<file path="src/hw/rtl/mfd_pkg.sv">
// Package: shared types, codes and default sizes for the message FIFO with drop.
`default_nettype none
package mfd_pkg;

  localparam int unsigned SLOT_COUNT_DEF = 8;
  localparam int unsigned SLOT_BYTES_DEF = 128;

  localparam int unsigned MODE_W   = 2;
  localparam int unsigned BYTE_W   = 8;
  localparam int unsigned OFFSET_W = 7;
  localparam int unsigned LENGTH_W = 8;
  localparam int unsigned COUNT_W  = 4;
  localparam int unsigned STATUS_W = 2;

  typedef enum logic [MODE_W-1:0] {
    MODE_APPEND = 2'd0,
    MODE_POP    = 2'd1,
    MODE_READ   = 2'd2,
    MODE_IDLE   = 2'd3
  } mode_e;

  typedef enum logic [STATUS_W-1:0] {
    ST_OK    = 2'd0,
    ST_FULL  = 2'd1,
    ST_LONG  = 2'd2,
    ST_EMPTY = 2'd3
  } status_e;

  typedef struct packed {
    logic    wr_en;
    logic    rd_en;
    status_e status;
  } step_t;

endpackage
`default_nettype wire

</file>
<file path="src/hw/rtl/mfd_ctrl.sv">
// Queue control: head/tail pointers, slot lengths, count, drop tracking, RAM commands.
`default_nettype none
module mfd_ctrl #(
  parameter int unsigned SlotCount = mfd_pkg::SLOT_COUNT_DEF,
  parameter int unsigned SlotBytes = mfd_pkg::SLOT_BYTES_DEF,
  parameter int unsigned AddrW     = $clog2(SlotCount * SlotBytes)
) (
  input  wire logic                          clk_i,
  input  wire logic                          rst_ni,
  input  wire logic                          accept_i,
  input  wire logic [mfd_pkg::MODE_W-1:0]    mode_i,
  input  wire logic [mfd_pkg::BYTE_W-1:0]    data_byte_i,
  input  wire logic                          eom_i,
  input  wire logic [mfd_pkg::OFFSET_W-1:0]  read_offset_i,
  output mfd_pkg::step_t                     step_o,
  output logic      [AddrW-1:0]              mem_addr_o,
  output logic      [mfd_pkg::BYTE_W-1:0]    mem_wdata_o,
  output logic      [mfd_pkg::LENGTH_W-1:0]  head_length_o,
  output logic      [mfd_pkg::COUNT_W-1:0]   message_count_o
);

  localparam int unsigned SlotW  = $clog2(SlotCount);
  localparam int unsigned CountW = $clog2(SlotCount + 1);
  localparam int unsigned LenW   = $clog2(SlotBytes + 1);
  localparam int unsigned LastBase = (SlotCount - 1) * SlotBytes;

  logic [SlotW-1:0]  head_idx_q, head_idx_d, tail_idx_q, tail_idx_d;
  logic [AddrW-1:0]  head_base_q, head_base_d, tail_base_q, tail_base_d;
  logic [CountW-1:0] count_q, count_d;
  logic [LenW-1:0]   bytes_q, bytes_d;
  mfd_pkg::status_e  drop_q, drop_d, drop_new;
  logic [LenW-1:0]   len_q [SlotCount];
  logic              len_we;
  mfd_pkg::step_t    step;
  logic [AddrW-1:0]  addr;

  function automatic logic [SlotW-1:0] next_idx(input logic [SlotW-1:0] idx);
    next_idx = (idx == SlotW'(SlotCount - 1)) ? '0 : idx + SlotW'(1);
  endfunction

  function automatic logic [AddrW-1:0] next_base(input logic [AddrW-1:0] base);
    next_base = (base == AddrW'(LastBase)) ? '0 : base + AddrW'(SlotBytes);
  endfunction

  always_comb begin
    head_idx_d  = head_idx_q;
    head_base_d = head_base_q;
    tail_idx_d  = tail_idx_q;
    tail_base_d = tail_base_q;
    count_d     = count_q;
    bytes_d     = bytes_q;
    drop_d      = drop_q;
    drop_new    = drop_q;
    len_we      = 1'b0;
    step        = '{wr_en: 1'b0, rd_en: 1'b0, status: mfd_pkg::ST_OK};
    addr        = tail_base_q + AddrW'(bytes_q);
    if (accept_i) begin
      case (mfd_pkg::mode_e'(mode_i))
        mfd_pkg::MODE_APPEND: begin
          if (drop_q == mfd_pkg::ST_OK && bytes_q == '0 && count_q >= CountW'(SlotCount)) begin
            drop_new = mfd_pkg::ST_FULL;
          end
          if (drop_new == mfd_pkg::ST_OK && bytes_q >= LenW'(SlotBytes)) begin
            drop_new = mfd_pkg::ST_LONG;
          end
          if (drop_new != mfd_pkg::ST_OK) begin
            step.status = drop_new;
            if (eom_i) begin
              drop_d  = mfd_pkg::ST_OK;
              bytes_d = '0;
            end else begin
              drop_d = drop_new;
            end
          end else begin
            step.wr_en = 1'b1;
            bytes_d    = bytes_q + LenW'(1);
            if (eom_i) begin
              len_we      = 1'b1;
              tail_idx_d  = next_idx(tail_idx_q);
              tail_base_d = next_base(tail_base_q);
              count_d     = count_q + CountW'(1);
              bytes_d     = '0;
            end
          end
        end
        mfd_pkg::MODE_POP: begin
          if (count_q == '0) begin
            step.status = mfd_pkg::ST_EMPTY;
          end else begin
            head_idx_d  = next_idx(head_idx_q);
            head_base_d = next_base(head_base_q);
            count_d     = count_q - CountW'(1);
          end
        end
        mfd_pkg::MODE_READ: begin
          addr = head_base_q + AddrW'(read_offset_i);
          if (32'(read_offset_i) < 32'(SlotBytes)) begin
            step.rd_en = 1'b1;
          end
        end
        default: begin
        end
      endcase
    end
  end

  always_ff @(posedge clk_i or negedge rst_ni) begin
    if (!rst_ni) begin
      head_idx_q  <= '0;
      head_base_q <= '0;
      tail_idx_q  <= '0;
      tail_base_q <= '0;
      count_q     <= '0;
      bytes_q     <= '0;
      drop_q      <= mfd_pkg::ST_OK;
    end else begin
      head_idx_q  <= head_idx_d;
      head_base_q <= head_base_d;
      tail_idx_q  <= tail_idx_d;
      tail_base_q <= tail_base_d;
      count_q     <= count_d;
      bytes_q     <= bytes_d;
      drop_q      <= drop_d;
    end
  end

  always_ff @(posedge clk_i) begin
    if (len_we) begin
      len_q[tail_idx_q] <= bytes_q + LenW'(1);
    end
  end

  assign step_o          = step;
  assign mem_addr_o      = addr;
  assign mem_wdata_o     = data_byte_i;
  assign head_length_o   = mfd_pkg::LENGTH_W'(len_q[head_idx_q]);
  assign message_count_o = mfd_pkg::COUNT_W'(count_q);

endmodule
`default_nettype wire

</file>
<file path="config.mk">
export PLATFORM = sky130hd
export DESIGN_NAME = mfd_ctrl
export DESIGN_NICKNAME = d
export VERILOG_FILES = /design/src/hw/rtl/mfd_pkg.sv /design/src/hw/rtl/mfd_ctrl.sv
export SDC_FILE = /design/constraint.sdc
export NUM_CORES = 1
export LEC_CHECK = 0
export ABC_AREA = 1
export BUFFER_PORTS_ARGS = -buffer_cell sky130_fd_sc_hd__buf_4
export CAP_MARGIN = 20
export CORE_MARGIN = 4
export CORE_UTILIZATION = 52
export CTS_CLUSTER_DIAMETER = 120
export DETAILED_ROUTE_END_ITERATION = 12
export PLACE_DENSITY = 0.8
export SLEW_MARGIN = 10
export SYNTH_ARGS = -nofsm -noshare
export SYNTH_HDL_FRONTEND = slang
export SYNTH_SLANG_ARGS = --single-unit
</file>
<file path="constraint.sdc">
create_clock -name clk_i -period 2.2 [get_ports clk_i]
set_input_delay 0.22 -clock clk_i [delete_from_list [all_inputs] [get_ports clk_i]]
set_output_delay 0.22 -clock clk_i [all_outputs]
set_load 0.02 [all_outputs]
</file>
Word-level counts from Yosys, hierarchy flattened
Memory sizes are Yosys's and may differ from the RTL's.
Index checks and enable logic that the tools add are counted.
Widths: inputs -> output; s select.

word-level totals
  register bits = 40
  bits in latches = 0
  bits in writable memories = 64
  memory bits (read-only) = 0
  input bits = 21
  output and inout bits = 34
  word-level logic and storage cells = 79
  memories = 1

memories
  memory  words  width  read ports  clocked after memory_dff  wr ports  line            source
  len_q   8      8      1           0                         1         mfd_ctrl.sv:32  logic [LenW-1:0] len_q [SlotCount];

cells by class
  add/sub/neg operators = 9
  multiply operators = 0
  divide/modulo/power cells = 0
  order comparisons = 2
  eq/ne operators = 10
  shift-type cells = 0
  mux-type cells = 33
  bitwise gates (word level) = 2
  reductions and logical operators = 15

operators by type and width
  kind                   count
  $mux 10                4
  $mux 8                 3
  $add 10x8->10 const B  2
  $eq 10x10->1 const B   2
  $mux 2                 9
  $mux 4                 4
  $add 10x7->10          1
  $add 10x8->10          1
  $mux 1                 9
  $reduce_and 3->1       3
  $add 8x1->8 const B    1
  $ge 8x8->1 const B     1
  $logic_not 8->1        1
  $ne 2x2->1 const B     4
  $pmux 4 s2             1
  $add 3x1->3 const B    2
  $eq 3x3->1 const B     2
  $logic_not 2->1        3
  $mux 3                 2
  $reduce_and 5->1       1
  $add 4x1->4 const B    1
  $ge 4x4->1 const B     1
  $logic_not 4->1        1
  $pmux 2 s2             1
  7 further kinds        11

Longest topological paths before layout
  word-level depth = 17
  gate-level depth with buffers = 10
  depth with buffers taken out = 10

Least setup slack after synthesis
OpenSTA, ideal clock, no wires.

  path type = register to register
  from = register bytes_q[0]
  to = memory len_q[0][0] (netlist name), enable pin
  library setup time = 370 ps
  arrival = 1687 ps
  required time = 1830 ps
  slack = 142 ps
  stages on the path, launching flop included = 10
  path buffers = 0
  clock period less this slack = 2058 ps
  cell sequence = dfrtp_1 inv_1 ha_1 nand2_1 nor2_1 nand3_2 nand4_4 nor2_4 nand3b_2 nor2_1

on the way
  cells in the longest elaborated chain, start to end = 17
  elaborated cells between the ends (all ways) = 18
  classes of those cells = order compare: 1; mux: 11; reduce/logical: 6

ends and longest elaborated chain
  element                         line             source
  start: declaration              mfd_ctrl.sv:30   logic [LenW-1:0] bytes_q, bytes_d;
  start signal: assignment        mfd_ctrl.sv:122  bytes_q <= bytes_d;
  $logic_not 8->1                 mfd_ctrl.sv:60   if (drop_q == mfd_pkg::ST_OK && bytes_q == '0 && count_q >= CountW'(SlotCount)) begin
  $logic_and 1x1->1 (2 in a row)  mfd_ctrl.sv:60
  $mux 2                          mfd_ctrl.sv:60
  $mux 2                          mfd_ctrl.sv:58   case (mfd_pkg::mode_e'(mode_i))
  $mux 2                          mfd_ctrl.sv:57   if (accept_i) begin
  $logic_not 2->1                 mfd_ctrl.sv:63   if (drop_new == mfd_pkg::ST_OK && bytes_q >= LenW'(SlotBytes)) begin
  $logic_and 1x1->1               mfd_ctrl.sv:63
  $mux 2 *                        mfd_ctrl.sv:63
  $mux 2 *                        mfd_ctrl.sv:58
  $mux 2 *                        mfd_ctrl.sv:57
  $reduce_bool 2->1 *             mfd_ctrl.sv:66   if (drop_new != mfd_pkg::ST_OK) begin
  $mux 1 *                        mfd_ctrl.sv:66
  $mux 1 *                        mfd_ctrl.sv:58
  $mux 1 *                        mfd_ctrl.sv:57
  $mux 1 *                        mfd_ctrl.sv:128  if (len_we) begin
  $mux 1 (implied by the code) *  mfd_ctrl.sv:129  len_q[tail_idx_q] <= bytes_q + LenW'(1);
  end: declaration                mfd_ctrl.sv:32

Mark *: on every way between the ends. The rest lies on a longest branch, timed or not. The select of a mux whose other input is x is not followed.

==> flow_summary.json <==
{
  "outcome": "completed",
  "finalHoldViolCount": 0,
  "clk_pin_slew_ps": 90,
  "ys_seq_elements": 90,
  "grt_overflow": 0,
  "h-tree-depth": 3,
  "setup.worst_path.end_class": "primary output",
  "synth_cell_types": 29,
  "setup.worst_path.start": "bytes_q[0]",
  "worstReg2RegStart": "bytes_q[0]",
  "antenna_found_initial": 0,
  "cts_inserted_buffers": 9,
  "critPathTopFamily": "flip-flops",
  "fin_area_um2": 5090,
  "dieArea_um2": 10100,
  "worstSetupPathType": "register to primary output",
  "vias": 3422,
  "core-area_um2": 8300,
  "fmaxAchievable_ghz": 0.486,
  "final-setup-viol-count": 0,
  "final_nets": 546,
  "fin_crit_ps": 2060,
  "rrSetupSlack_ps": 350,
  "slowest_stage": "dfrtp_1",
  "grt_pass1_wl_um": 16200,
  "start_kind": "register",
  "track_usage_pct": 20.7,
  "yosys_warnings": 0,
  "critPathArrivalTime_ps": 1840,
  "dieHeight_um": 101,
  "path_buf_inv": 3,
  "path_cells": "inv_1 -> ha_1 -> nand2_1 -> nor2_1 -> nand3_2 -> nand2_1 -> o21ai_0 -> inv_1 -> o21ai_1 -> buf_4",
  "maxCapViolations": 0,
  "ys_seq_area_share_pct": 57.5,
  "setup_tns_ps": 0,
  "drive_above_1_share_pct": 15.9,
  "drt_wl_total_um": 9960,
  "skew_ps": 7.97,
  "start_util_pct": 53.9,
  "port_buffers": 38,
  "fin_crit_sh_pct": 93.5,
  "worstSkewPairLatency_ps": 360,
  "die-width_um": 101,
  "synth_area_um2": 4470,
  "cts_root_buffer": "clkbuf_8",
  "ios": 55,
  "swShare_pct": 39.9,
  "p_int_mw": 3.29,
  "rows": 33,
  "cts_tree": "built",
  "drtIter0Drc": 179,
  "required_ps": 1980,
  "areaGrowthSynthToFinish_pct": 13.8,
  "ir_worst_vdd_mv": 0.603,
  "final_antenna_net_count": 0,
  "clockPowerShare_pct": 18.2,
  "drt-wirelength-per-cell_um": 16.0,
  "grt_pass1_vias": 3237,
  "place_congestion": 0.915,
  "power.switching_mw": 2.18,
  "power_frac_comb_pct": 40.9,
  "grt_max_degree": 35,
  "drv_slew": 0,
  "antenna_cells": 0,
  "vias_per_cell": 5.51,
  "rsz0062_at_grt": "false",
  "place_hpwl_um": 7220,
  "critical_path.max_stage_delay_ps": 390,
  "finish.utilization_pct": 61.4,
  "numClockSinks": 90,
  "final_common_cell": "nand2_1",
  "leakage_nw": 2.24,
  "hold-worst-slack_ps": 304,
  "final_cell_mix": "108 x nand2_1, 80 x nor2_1, 64 x edfxtp_1",
  "synth.avg_cell_area_um2": 9.64,
  "pwr-share-seq_pct": 40.8,
  "firstDrtPassIters": 5,
  "hold_class": "input port to asynchronous set/reset pin",
  "synthesis.instances": 464,
  "cts_buffer_depth": 2,
  "drc": 0,
  "cellPowerDensity_nw_per_um2": 1080,
  "worstPathMaxFanout": 4,
  "place_area_um2": 4890
}
## stage by stage
stage                     power, mW  worst slack, ps  cells
after floorplan                3.73              142    465
after global placement         4.42              405    602
after detailed placement       4.49              332    602
after CTS                      5.48             80.0    619
after global routing           5.85             12.3    621
final                          5.48              143    621
## final cells by class
class                   count  area (um2)
multi-input cells         314        1640
clock inverters             6        41.3
clock buffers              10         128
repair buffers             58         442
inverters                  38         143
well taps                 105         131
fillers                   649        3210
flip-flops and latches     90        2570
## synth_stat cells (all sizes together)
cell	count	share of area (%)
nand3	18	2.2
nand2	109	9.2
nand4	12	2.0
buf	17	2.3
o32ai	17	3.3
xnor2	2	0.39
edfxtp	64	43
o21ai	34	3.8
inv	36	3.0
ha	13	3.6
fa	1	0.45
clkbuf	6	0.50
a21oi	4	0.45
nand3b	4	0.76
nor2	83	7.4
nor3	2	0.22
conb	1	0.084
clkinv	2	0.17
xor2	13	2.5
dfrtp	26	15
## cells by family (layout without fill, tap and decap cells)
family	count (synthesis)	in the layout	synth area share, %
DFF	90	90	57.5
AOI/OAI and AO/OA	55	55	7.58
xor gates and xnor gates	15	15	2.94
other	1	2	0.0838
and+or+nand+nor	228	228	21.8
adders and majority gates	14	14	4.08
buffers and inverters	61	112	6.01
## timing repair
item                                    CTS  global route
endpoints found under the hold margin    26             0
resized for setup                         0             2
endpoints found under the setup margin    0             2
hold buffers                              1             0
buffers inserted                          0             2
## path summary, 6_finish.rpt
check,to,cells after the start
setup / recovery,step_o[1],10
hold / removal,bytes_q[2],2
setup reg to reg,len_q[1][4],10
hold reg to reg,message_count_o[0],2
max in group asynchronous,message_count_o[2],2
min in group clk_i,head_base_q[7],3
## per-layer routing
layer	wire length [um]	part of all wire [%]	GRT usage, %
met4	204	2.0	6.94
met3	773	7.8	4.57
met1	4260	43	28.4
met5	0	0	0
met2	4720	47	32.6
## sequential cells by signal, indices dropped and copies added (netlist names)
register and count:
tail_base_q 3, head_base_q 3, len_q 64, bytes_q 8, drop_q 2, message_count_o 4
tail_idx_q 3, head_idx_q 3
## power by group through the flow
stage | registers [mW] | clock network, mW | logic [mW]
detailed placement | 2.27 | 0 | 2.22
floorplan | 2.23 | 0 | 1.50
CTS | 2.24 | 1.02 | 2.23
finish | 2.24 | 0.999 | 2.24
global placement | 2.26 | 0 | 2.16
global route | 2.26 | 1.10 | 2.49
(Power assumes the default switching activity.)
